[config.mk]
export PLATFORM = sky130hd
export DESIGN_NAME = frequency_duty_cycle_meter_flat
export DESIGN_NICKNAME = d
export VERILOG_FILES = /design/src/design/fdcm_pkg.sv /design/src/design/fdcm_in_if.sv /design/src/design/fdcm_out_if.sv /design/src/design/frequency_duty_cycle_meter.sv /design/src/design/fdcm_front.sv /design/src/design/fdcm_queue.sv /design/src/design/fdcm_back.sv /design/src/flat_wrapper.sv
export SDC_FILE = /design/constraint.sdc
export NUM_CORES = 1
export LEC_CHECK = 0
export BUFFER_PORTS_ARGS = -buffer_cell sky130_fd_sc_hd__buf_2
export CAP_MARGIN = 10
export CORE_MARGIN = 5
export CORE_UTILIZATION = 55
export CTS_CLUSTER_DIAMETER = 100
export DETAILED_ROUTE_END_ITERATION = 16
export PLACE_DENSITY = 0.84
export SLEW_MARGIN = 20
export SYNTH_ARGS = -nofsm -noshare
export SYNTH_HDL_FRONTEND = slang
export SYNTH_SLANG_ARGS = --single-unit
[constraint.sdc]
create_clock -name clk -period 7.5 [get_ports clk]
set_input_delay 1.875 -clock clk [delete_from_list [all_inputs] [get_ports clk]]
set_output_delay 1.875 -clock clk [all_outputs]
set_load 0.01 [all_outputs]
[src/design/fdcm_pkg.sv]
// shared types and constants for the frequency and duty cycle meter
package fdcm_pkg;

  localparam int RATE_WIDTH = 27;
  localparam logic [RATE_WIDTH-1:0] RATE_RESET = 27'd12000000;

  localparam int OUT_WIDTH  = 32;
  localparam int FREQ_WIDTH = 33;
  localparam int DUTY_WIDTH = 14;

  // scale factors for centihertz and basis points
  localparam int FREQ_SCALE_WIDTH = 7;
  localparam logic [FREQ_SCALE_WIDTH-1:0] FREQ_SCALE = 7'd100;
  localparam int DUTY_SCALE_WIDTH = 14;
  localparam logic [DUTY_SCALE_WIDTH-1:0] DUTY_SCALE = 14'd10000;

  localparam int QUEUE_DEPTH = 4;
  localparam int QUEUE_AW    = 2;

  typedef enum logic [1:0] {
    PH_RISE1 = 2'd0,
    PH_FALL  = 2'd1,
    PH_RISE2 = 2'd2
  } phase_t;

  typedef enum logic [1:0] {
    BK_IDLE = 2'd0,
    BK_FREQ = 2'd1,
    BK_DUTY = 2'd2,
    BK_DONE = 2'd3
  } back_state_t;

endpackage

[src/design/fdcm_in_if.sv]
// sample channel: one timer tick with the sampled signal level
interface fdcm_in_if;
  logic valid;
  logic ready;
  logic signal_level;

  modport source (output valid, output signal_level, input ready);
  modport sink (input valid, input signal_level, output ready);
endinterface

[src/design/fdcm_out_if.sv]
// result channel: period, high time, frequency and duty of one measurement
interface fdcm_out_if;
  logic        valid;
  logic        ready;
  logic [31:0] period_ticks;
  logic [31:0] high_ticks;
  logic [32:0] frequency_centihz;
  logic [13:0] duty_basis_points;

  modport source (output valid, output period_ticks, output high_ticks,
                  output frequency_centihz, output duty_basis_points, input ready);
  modport sink (input valid, input period_ticks, input high_ticks,
                input frequency_centihz, input duty_basis_points, output ready);
endinterface

[src/design/frequency_duty_cycle_meter.sv]
// frequency and duty cycle meter: one tick per cycle, two divisions per measurement
// samples are taken every cycle while valid and the measurement queue (4 entries) has room
// each measurement runs a frequency division and then a duty division in the shared divider
// result is registered once both divisions are done and the result register is free
// reset: waits for a first rising edge, level assumed high, tick rate 12000000 hz
module frequency_duty_cycle_meter #(
  parameter int COUNT_WIDTH = 32
) (
  input  logic                              clk,
  input  logic                              rst,
  input  logic                              cfg_we,
  input  logic [fdcm_pkg::RATE_WIDTH-1:0]   cfg_wdata,
  fdcm_in_if.sink                           samples,
  fdcm_out_if.source                        results
);
  import fdcm_pkg::*;

  logic [RATE_WIDTH-1:0]    tick_rate;
  logic                     accept;
  logic                     push;
  logic [2*COUNT_WIDTH-1:0] push_data;
  logic                     pop;
  logic                     q_full;
  logic                     q_not_empty;
  logic [2*COUNT_WIDTH-1:0] q_data;

  always_ff @(posedge clk) begin
    if (rst) begin
      tick_rate <= RATE_RESET;
    end else if (cfg_we) begin
      tick_rate <= cfg_wdata;
    end
  end

  assign samples.ready = ~q_full;
  assign accept        = samples.valid & ~q_full;

  fdcm_front #(.COUNT_WIDTH(COUNT_WIDTH)) u_front (
    .clk          (clk),
    .rst          (rst),
    .accept       (accept),
    .signal_level (samples.signal_level),
    .push         (push),
    .push_data    (push_data)
  );

  fdcm_queue #(.COUNT_WIDTH(COUNT_WIDTH)) u_queue (
    .clk        (clk),
    .rst        (rst),
    .push       (push),
    .push_data  (push_data),
    .pop        (pop),
    .full       (q_full),
    .not_empty  (q_not_empty),
    .head_data  (q_data)
  );

  fdcm_back #(.COUNT_WIDTH(COUNT_WIDTH)) u_back (
    .clk         (clk),
    .rst         (rst),
    .tick_rate   (tick_rate),
    .q_not_empty (q_not_empty),
    .q_data      (q_data),
    .pop         (pop),
    .results     (results)
  );

endmodule

[src/design/fdcm_front.sv]
// edge detection, measurement phases and the saturating tick counter
module fdcm_front #(
  parameter int COUNT_WIDTH = 32
) (
  input  logic                       clk,
  input  logic                       rst,
  input  logic                       accept,
  input  logic                       signal_level,
  output logic                       push,
  output logic [2*COUNT_WIDTH-1:0]   push_data
);
  import fdcm_pkg::*;

  localparam logic [COUNT_WIDTH-1:0] COUNT_MAX = {COUNT_WIDTH{1'b1}};

  phase_t                   phase;
  phase_t                   phase_next;
  logic                     prev_level;
  logic [COUNT_WIDTH-1:0]   elapsed;
  logic [COUNT_WIDTH-1:0]   elapsed_next;
  logic [COUNT_WIDTH-1:0]   captured_high;
  logic [COUNT_WIDTH-1:0]   captured_high_next;
  logic [COUNT_WIDTH-1:0]   elapsed_inc;
  logic                     rise;
  logic                     fall;
  logic                     closing;

  assign rise        = signal_level & ~prev_level;
  assign fall        = ~signal_level & prev_level;
  assign elapsed_inc = (elapsed == COUNT_MAX) ? COUNT_MAX : elapsed + 1'b1;

  always_ff @(posedge clk) begin
    if (rst) begin
      phase         <= PH_RISE1;
      prev_level    <= 1'b1;
      elapsed       <= '0;
      captured_high <= '0;
    end else if (accept) begin
      phase         <= phase_next;
      prev_level    <= signal_level;
      elapsed       <= elapsed_next;
      captured_high <= captured_high_next;
    end
  end

  always_comb begin
    phase_next         = phase;
    elapsed_next       = elapsed;
    captured_high_next = captured_high;
    closing            = 1'b0;
    case (phase)
      PH_FALL: begin
        elapsed_next = elapsed_inc;
        if (fall) begin
          captured_high_next = elapsed_inc;
          phase_next         = PH_RISE2;
        end
      end
      PH_RISE2: begin
        elapsed_next = elapsed_inc;
        if (rise) begin
          phase_next = PH_RISE1;
          closing    = 1'b1;
        end
      end
      default: begin
        phase_next = PH_RISE1;
        if (rise) begin
          elapsed_next       = '0;
          captured_high_next = '0;
          phase_next         = PH_FALL;
        end
      end
    endcase
  end

  // a saturated period is dropped
  assign push      = accept & closing & (elapsed_inc != COUNT_MAX);
  assign push_data = {elapsed_inc, captured_high};

endmodule

[src/design/fdcm_queue.sv]
// short queue of captured measurements between front and back
module fdcm_queue #(
  parameter int COUNT_WIDTH = 32
) (
  input  logic                       clk,
  input  logic                       rst,
  input  logic                       push,
  input  logic [2*COUNT_WIDTH-1:0]   push_data,
  input  logic                       pop,
  output logic                       full,
  output logic                       not_empty,
  output logic [2*COUNT_WIDTH-1:0]   head_data
);
  import fdcm_pkg::*;

  logic [2*COUNT_WIDTH-1:0] entries [QUEUE_DEPTH];
  logic [QUEUE_AW-1:0]      wr_ptr;
  logic [QUEUE_AW-1:0]      rd_ptr;
  logic [QUEUE_AW:0]        count;

  assign full      = (count == (QUEUE_AW+1)'(QUEUE_DEPTH));
  assign not_empty = (count != '0);
  assign head_data = entries[rd_ptr];

  always_ff @(posedge clk) begin
    if (push) begin
      entries[wr_ptr] <= push_data;
    end
  end

  always_ff @(posedge clk) begin
    if (rst) begin
      wr_ptr <= '0;
      rd_ptr <= '0;
      count  <= '0;
    end else begin
      if (push) begin
        wr_ptr <= wr_ptr + 1'b1;
      end
      if (pop) begin
        rd_ptr <= rd_ptr + 1'b1;
      end
      if (push && !pop) begin
        count <= count + 1'b1;
      end else if (pop && !push) begin
        count <= count - 1'b1;
      end
    end
  end

endmodule

[src/design/fdcm_back.sv]
// shared bit-serial divider for frequency and duty, and the result register
module fdcm_back #(
  parameter int COUNT_WIDTH = 32
) (
  input  logic                                clk,
  input  logic                                rst,
  input  logic [fdcm_pkg::RATE_WIDTH-1:0]     tick_rate,
  input  logic                                q_not_empty,
  input  logic [2*COUNT_WIDTH-1:0]            q_data,
  output logic                                pop,
  fdcm_out_if.source                          results
);
  import fdcm_pkg::*;

  localparam int FREQ_NUM_W = RATE_WIDTH + FREQ_SCALE_WIDTH;
  localparam int DUTY_NUM_W = COUNT_WIDTH + DUTY_SCALE_WIDTH;
  localparam int DVW        = (DUTY_NUM_W > FREQ_NUM_W) ? DUTY_NUM_W : FREQ_NUM_W;
  localparam int STEP_W     = $clog2(DVW + 1);

  back_state_t              state;
  back_state_t              state_next;
  logic                     load_freq;
  logic                     iterate;
  logic                     last_step;
  logic                     load_out;

  logic [STEP_W-1:0]        step;
  logic [COUNT_WIDTH-1:0]   rem;
  logic [DVW-1:0]           dq;
  logic [COUNT_WIDTH-1:0]   divisor;
  logic [COUNT_WIDTH-1:0]   high_hold;
  logic [FREQ_WIDTH-1:0]    freq_q;

  logic [COUNT_WIDTH:0]     rem_sh;
  logic [COUNT_WIDTH:0]     diff;
  logic                     ge;
  logic [COUNT_WIDTH-1:0]   rem_step;
  logic [DVW-1:0]           dq_step;
  logic [FREQ_NUM_W-1:0]    freq_num;
  logic [DUTY_NUM_W-1:0]    duty_num;

  logic                     out_valid;
  logic [OUT_WIDTH-1:0]     out_period;
  logic [OUT_WIDTH-1:0]     out_high;
  logic [FREQ_WIDTH-1:0]    out_freq;
  logic [DUTY_WIDTH-1:0]    out_duty;

  // one quotient bit per cycle, restoring
  assign rem_sh   = {rem, dq[DVW-1]};
  assign diff     = rem_sh - {1'b0, divisor};
  assign ge       = (rem_sh >= {1'b0, divisor});
  assign rem_step = ge ? diff[COUNT_WIDTH-1:0] : rem_sh[COUNT_WIDTH-1:0];
  assign dq_step  = {dq[DVW-2:0], ge};

  assign freq_num  = tick_rate * FREQ_SCALE;
  assign duty_num  = high_hold * DUTY_SCALE;
  assign last_step = (step == STEP_W'(DVW - 1));

  always_ff @(posedge clk) begin
    if (rst) begin
      state <= BK_IDLE;
    end else begin
      state <= state_next;
    end
  end

  always_comb begin
    state_next = state;
    pop        = 1'b0;
    load_freq  = 1'b0;
    iterate    = 1'b0;
    load_out   = 1'b0;
    case (state)
      BK_IDLE: begin
        if (q_not_empty) begin
          pop        = 1'b1;
          load_freq  = 1'b1;
          state_next = BK_FREQ;
        end
      end
      BK_FREQ: begin
        iterate = 1'b1;
        if (last_step) begin
          state_next = BK_DUTY;
        end
      end
      BK_DUTY: begin
        iterate = 1'b1;
        if (last_step) begin
          state_next = BK_DONE;
        end
      end
      BK_DONE: begin
        if (!out_valid || results.ready) begin
          load_out   = 1'b1;
          state_next = BK_IDLE;
        end
      end
      default: begin
        state_next = BK_IDLE;
      end
    endcase
  end

  always_ff @(posedge clk) begin
    if (load_freq) begin
      {divisor, high_hold} <= q_data;
      dq   <= DVW'(freq_num);
      rem  <= '0;
      step <= '0;
    end else if (iterate) begin
      if (last_step && state == BK_FREQ) begin
        // frequency done, start duty on the same divisor
        freq_q <= dq_step[FREQ_WIDTH-1:0];
        dq     <= DVW'(duty_num);
        rem    <= '0;
        step   <= '0;
      end else begin
        dq   <= dq_step;
        rem  <= rem_step;
        step <= step + 1'b1;
      end
    end
  end

  always_ff @(posedge clk) begin
    if (rst) begin
      out_valid <= 1'b0;
    end else if (load_out) begin
      out_valid <= 1'b1;
    end else if (results.ready) begin
      out_valid <= 1'b0;
    end
  end

  always_ff @(posedge clk) begin
    if (load_out) begin
      out_period <= OUT_WIDTH'(divisor);
      out_high   <= OUT_WIDTH'(high_hold);
      out_freq   <= freq_q;
      out_duty   <= dq[DUTY_WIDTH-1:0];
    end
  end

  assign results.valid             = out_valid;
  assign results.period_ticks      = out_period;
  assign results.high_ticks        = out_high;
  assign results.frequency_centihz = out_freq;
  assign results.duty_basis_points = out_duty;

endmodule
[src/flat_wrapper.sv]
// flat-port wrapper written by rule: the top's interface ports become plain ports
module frequency_duty_cycle_meter_flat import fdcm_pkg::*;
#(
  parameter int COUNT_WIDTH = 32
)
  (clk, rst, cfg_we, cfg_wdata, samples_valid, samples_signal_level, samples_ready, results_valid, results_period_ticks, results_high_ticks, results_frequency_centihz, results_duty_basis_points, results_ready);
  fdcm_in_if samples_i ();
  fdcm_out_if results_i ();
  input  logic clk;
  input  logic rst;
  input  logic cfg_we;
  input  logic [fdcm_pkg::RATE_WIDTH-1:0] cfg_wdata;
  input wire logic [$bits(samples_i.valid)-1:0] samples_valid;
  input wire logic [$bits(samples_i.signal_level)-1:0] samples_signal_level;
  output wire logic [$bits(samples_i.ready)-1:0] samples_ready;
  output wire logic [$bits(results_i.valid)-1:0] results_valid;
  output wire logic [$bits(results_i.period_ticks)-1:0] results_period_ticks;
  output wire logic [$bits(results_i.high_ticks)-1:0] results_high_ticks;
  output wire logic [$bits(results_i.frequency_centihz)-1:0] results_frequency_centihz;
  output wire logic [$bits(results_i.duty_basis_points)-1:0] results_duty_basis_points;
  input wire logic [$bits(results_i.ready)-1:0] results_ready;
  assign samples_i.valid = samples_valid;
  assign samples_i.signal_level = samples_signal_level;
  assign samples_ready = samples_i.ready;
  assign results_valid = results_i.valid;
  assign results_period_ticks = results_i.period_ticks;
  assign results_high_ticks = results_i.high_ticks;
  assign results_frequency_centihz = results_i.frequency_centihz;
  assign results_duty_basis_points = results_i.duty_basis_points;
  assign results_i.ready = results_ready;
  frequency_duty_cycle_meter #(.COUNT_WIDTH(COUNT_WIDTH)) u_core (.clk(clk), .rst(rst), .cfg_we(cfg_we), .cfg_wdata(cfg_wdata), .samples(samples_i), .results(results_i));
endmodule
### Word-level counts from Yosys, hierarchy flattened

Memory sizes are Yosys's and may differ from the RTL's. A register that Yosys moved wholly into a read port is not among the register bits.
Cells that the tools add are included.

* $add $sub $neg: 7
* multiply operators: 2
* order comparisons: 1
* equal/unequal tests: 15
* muxes and demuxes: 33
* bitwise gates (word level): 10
* reduce and logical (&&, ||, !) cells: 21

Operator list (number)
* $mux W32: 6
* $mux W34: 2
* $pmux W32 S2: 1
* $mux W46: 1
* $mul A32 B10 Y42 const B: 1
* $ge A33 B32 Y1: 1
* $add A32 B1 Y32 const B: 1
* $eq A32 B32 Y1 const B: 1
* $mul A27 B5 Y32 const B: 1
* $ne A32 B32 Y1 const B: 1
* $sub A32 B32 Y32: 1
* $mux W1: 12
* $mux W2: 6
* $ne A2 B2 Y1 const B: 5
* $reduce_bool A2 Y1: 5
* $pmux W2 S4: 1
* $reduce_and A4 Y1: 2
* $add A6 B1 Y6 const B: 1
* $eq A2 B2 Y1 const B: 3
* $eq A6 B6 Y1 const B: 1
* $mux W3: 2
* $mux W6: 1
* $reduce_and A3 Y1: 2
* $and A1 B1 Y1: 5
* 15 further kinds: 26

* register bits: 332
* memory bits (writable): 256
* input bits: 33
* output and inout port bits: 113
* memories kept: 1

Memories
* u_core.u_queue.entries: depth 4, width 64, read ports 1, clocked after Yosys merged registers in 1, write ports 1, RTL line fdcm_queue.sv:16 `logic [2*COUNT_WIDTH-1:0] entries [QUEUE_DEPTH];`

### Longest topological paths before layout

* depth in word-level cells: 10
* gate-level depth with buffers: 22
* mapped depth without buffers: 21

### Hierarchy

From an unflattened synthesis, not the netlist that was laid out.

* cells, all modules: 2768
* area total of the unflattened synthesis: 34324.2 um2

Modules (own cells, without submodules)
* fdcm_back: instances 1, cells each 1872, area each 20002.9 um2, sequential area each 8308.0 um2
* fdcm_queue: instances 1, cells each 378, area each 9740.6 um2, sequential area each 7867.5 um2
* fdcm_front: instances 1, cells each 428, area each 3550.9 um2, sequential area each 1341.3 um2
* frequency_duty_cycle_meter: instances 1, cells each 90, area each 1029.7 um2, sequential area each 540.5 um2

### Worst setup path before layout

No wires, ideal clock.

* path type: input to register
* start point: input port results_ready
* end point: register u_core.u_back.out_duty[0], in the netlist u_core.u_back.results.duty_basis_points[0], enable pin
* library setup time: 0.595 ns
* arrival: 6.852 ns
* required time: 6.905 ns
* path slack: 0.053 ns
* stages on the path: 2
* cell sequence: nor2b_1 -> nor2b_1

* word-level cells in the longest chain between the ends: 3

RTL lines
* from (decl): RTL line flat_wrapper.sv:21 `input wire logic [$bits(results_i.ready)-1:0] results_ready;`
* $logic_or A1 B1 Y1: RTL line fdcm_back.sv:94 `if (!out_valid || results.ready) begin`
* $mux W1: RTL line fdcm_back.sv:94
* $mux W1: RTL line fdcm_back.sv:73 `case (state)`
* net u_core.u_back.load_out: RTL line fdcm_back.sv:25 `logic load_out;`
* to (signal assigned): RTL line fdcm_back.sv:141 `out_duty <= dq[DUTY_WIDTH-1:0];`
* to (decl): RTL line fdcm_back.sv:46 `logic [DUTY_WIDTH-1:0] out_duty;`

The timed path passes the listed nets, and every way through them passes these cells.
A chain may end at the register's enable or synchronous reset.

### Worst setup path after layout

* start point: register u_core.u_back.high_hold[18] (read register of u_core.u_queue.entries)
* end point: register u_core.u_back.dq[39]

* word-level cells in the longest chain between the ends: 2

RTL lines
* from (decl): RTL line fdcm_back.sv:31 `logic [COUNT_WIDTH-1:0] high_hold;`
* $mul A32 B10 Y42: RTL line fdcm_back.sv:56 `assign duty_num = high_hold * DUTY_SCALE;`
* $mux W46: RTL line fdcm_back.sv:112 `if (last_step && state == BK_FREQ) begin`
* to (signal assigned): RTL line fdcm_back.sv:108 `dq <= DVW'(freq_num);`
* to (signal assigned): RTL line fdcm_back.sv:115 `dq <= DVW'(duty_num);`
* to (signal assigned): RTL line fdcm_back.sv:119 `dq <= dq_step;`
* to (decl): RTL line fdcm_back.sv:29 `logic [DVW-1:0] dq;`

No other way between the ends.

==> flow_summary.json <==
{
  "floorplan.io_pins": 146,
  "fraction_of_synthesized_area_in_multiplexers_pct": 5.815,
  "port-buffer-count": 145,
  "cts_root_buf": "clkbuf_16",
  "floorplan.rows": 91,
  "cells_along_the_critical_path": "inv_1, fa_1, inv_1, ha_1, fa_1, ha_1, inv_1, fa_1, inv_1, ha_1, a211oi_1, a211oi_1, or3_1, a221o_1, a221oi_1, xnor2_1, nor2_1, a21oi_1, a21oi_1",
  "clock_sinks": 652,
  "avgRoutedWirePerCell_um": 22.20,
  "tritoncts.num_buffers": 67,
  "synth_async_sr_flop_share_pct": 0,
  "yosys_most_used_dff": "edfxtp_1",
  "initial_antenna_violation_count": 3,
  "finalHoldViolCount": 0,
  "rsz_0062_raised_after_global_routing": "no",
  "detailedRoute.firstPassIterationCount": 6,
  "nets": 3288,
  "place.gp.congestion": 0.9140,
  "setup_tns_ns": 0,
  "pin_count_of_the_biggest_net_entering_global_routing": 79,
  "wire_length_of_the_first_global_routing_pass_um": 129700,
  "critical-path-slowest-cell": "fa_1",
  "finalSetupViolCount": 0,
  "clk_pin_slew_worst_setup_hold_paths_ns": 0.06,
  "period_minus_slack_ns": 5.553,
  "post_synth_fa_ha_maj_area_fraction_pct": 15.49,
  "worst-endpoint-required_ns": 7.97,
  "maximum_capacitance_violations": 0,
  "grt_util_all_layers_pct": 24.59,
  "yosysWarningCount": 0,
  "final-seq-area_um2": 18020,
  "crit_path_category": "reg2reg",
  "core_um2": 61480,
  "worst_path_largest_cell_delay_ns": 0.57,
  "tightestPinTransition_ns": 1.105,
  "critPathArrivalTime_ns": 6.03,
  "multi_input_area_um2": 14220,
  "timing.critical_path.fanout_max": 7,
  "dieArea_um2": 66930,
  "die_width_um": 258.7,
  "ctsLongestPathBuffers": 3,
  "fill_cells": 4481,
  "avgViaCountPerCell": 6.050,
  "relSlewSlack_pct": 26.33,
  "synth-simple-area-share_pct": 7.499,
  "cts_tree": "built",
  "worst_hold_path_type": "reg2reg",
  "synth_xor_area_share_pct": 2.780,
  "layout-area-overhead-vs-synth_pct": 11.04,
  "synth.ff_latch_count": 652,
  "grt_pass1_vias": 22980,
  "synthesis.area_per_instance_um2": 12.31,
  "hold_buffers": 0,
  "cts.repair_timing.setup_buffer_count": 0,
  "layout-drive-gt1-share_pct": 12.77,
  "postRouteAntennaNets": 0,
  "clock_latency_of_the_later_clocked_register_in_the_worst_skew_pair_ns": 0.64,
  "die_height_um": 258.7,
  "run_status": "complete, no violations",
  "max_freq_mhz": 180.1,
  "endpoint_kind": "register",
  "finalClockSkew_ns": 0.04732,
  "floorplan.initialDensity_pct": 55.33,
  "post_synth_instance_area_um2": 34020,
  "detailedRoute.firstIterationViolations": 2540,
  "cp-start-kind": "register",
  "synth_top_family_by_area": "adder cells",
  "final_report_max_slew_violation_count": 0,
  "synth-edff-count": 496,
  "drcViolationCount": 0,
  "drt_wl_total_um": 83080,
  "grt-ovfl-total": 0,
  "synthDistinctLibCells": 87,
  "clock_h_tree_levels": 3,
  "path_common_cell": "inv_1",
  "syn-num-nets": 3153,
  "post_cts_repair_resize_count": 0,
  "routed-via-count": 22640,
  "syn_inst": 2763,
  "hpwlAfterDp_um": 58030,
  "compound_gate_portion_of_the_synthesized_area_pct": 10.09,
  "layout_worst_path_cycle_share_pct": 74.05,
  "synth_seq_area_share_pct": 52.96
}
==> cells in the final DEF, fill, tap and decap left out, drive strengths merged, types with 9 or more instances in the layout <==
master  instances
clkinv         22
o21ai         107
dfxtp         156
fa            107
o21bai         19
nor2          190
a21oi          99
inv           386
nand2b         11
mux2i          51
o22ai          18
and2           21
nor3           19
clkbuf         84
a31oi          20
xor2           59
edfxtp        496
a22oi          75
xnor2          49
a21o           42
nor2b          13
ha            250
buf           164
and3           19
o211ai         17
o21a           19
nand3          39
mux4           64
nand4          30
nand2         151
nor4           13
a211oi         25
o31ai           9
==> worst paths after layout <==
check,startpoint,to,slack [ns],cells after the start
setup / recovery,u_core.u_back.high_hold[18],u_core.u_back.dq[39],1.95,19
hold / removal,u_core.u_back.freq_q[14],u_core.u_back.results.frequency_centihz[14],0.42,0
setup reg to reg,u_core.u_back.high_hold[18],u_core.u_back.dq[39],1.95,19
hold reg to reg,u_core.u_back.freq_q[14],u_core.u_back.results.frequency_centihz[14],0.42,0
==> cell families (layout without fill, tap and decap cells) <==
group	count (synthesis)	after routing
simple gates	542	542
other cells	0	1
buf+inv	473	662
xor+xnor	108	108
fa+ha+maj	357	357
flops	652	652
compound gates	514	514
mux	117	117
==> final cells by class <==
class,count,share of cell area [%]
Antenna cell,1,0.006624
Clock buffer,84,4.799
Clock inverter,39,1.202
Inverter,375,3.726
Multi-Input combinational cell,1638,37.64
Sequential cell,652,47.71
Tap cell,790,2.616
Timing Repair Buffer,164,2.299
==> worst max-delay path, delay by kind of cell (launching register included) <==
| kind | cells | cell delay, ns |
|---|---|---|
| xor+xnor | 1 | 0.18 |
| buf+inv | 4 | 0.36 |
| simple gates | 2 | 0.39 |
| flops | 1 | 0.45 |
| compound gates | 6 | 1.47 |
| fa+ha+maj | 6 | 2.56 |
==> state kept, by name (all words and copies together), names as in the netlist, 3 cells and up <==
register	flops
u_core.u_back.divisor	32
u_core.u_back.results.period_ticks	32
u_core.u_back.freq_q	33
u_core.u_back.results.duty_basis_points	14
u_core.u_back.rem	32
u_core.u_back.high_hold	32
u_core.tick_rate	27
u_core.u_front.elapsed	32
u_core.u_back.results.frequency_centihz	33
u_core.u_back.results.high_ticks	32
u_core.u_queue.count	3
u_core.u_back.dq	46
u_core.u_back.step	6
u_core.u_front.captured_high	32
u_core.u_queue.entries	256
==> per-stage QoR <==
stage,util (%),area (um2),setup WS (ns),hold WS (ns),cells
finish,61.44,37780,1.947,0.4169,3743
global route,61.44,37780,1.557,0.4223,3743
CTS,61.43,37770,1.894,0.4172,3742
detailed placement,57.74,35500,1.920,0.4045,3619
global placement,57.74,35500,2.045,0.4004,3619
floorplan,-,34020,0.05291,0.4003,2763
==> synthesized netlist by cell type (51+ instances only) <==
library cell,number,share of area [%]
a21oi_1,98,1.4
a22oi_1,75,1.7
clkbuf_1,73,0.81
dfxtp_1,156,9.2
edfxtp_1,496,44
fa_1,107,6.3
ha_1,250,9.2
inv_1,375,4.1
mux2i_1,51,1.5
mux4_2,64,4.2
nand2_1,151,1.7
nor2_1,190,2.1
o21ai_0,106,1.6
xor2_1,59,1.5
==> routing by layer <==
metal	track usage, %	routed length, um	vias to the layer above
met2	41.02	40070	1103
met3	4.053	6948	209
met5	0	0	-
met4	8.116	2791	0
met1	33.29	33270	11130
li1	-	-	10200
Power is not shown: default switching activity piles up to over one toggle a cycle in this logic, so the estimate is an artifact.
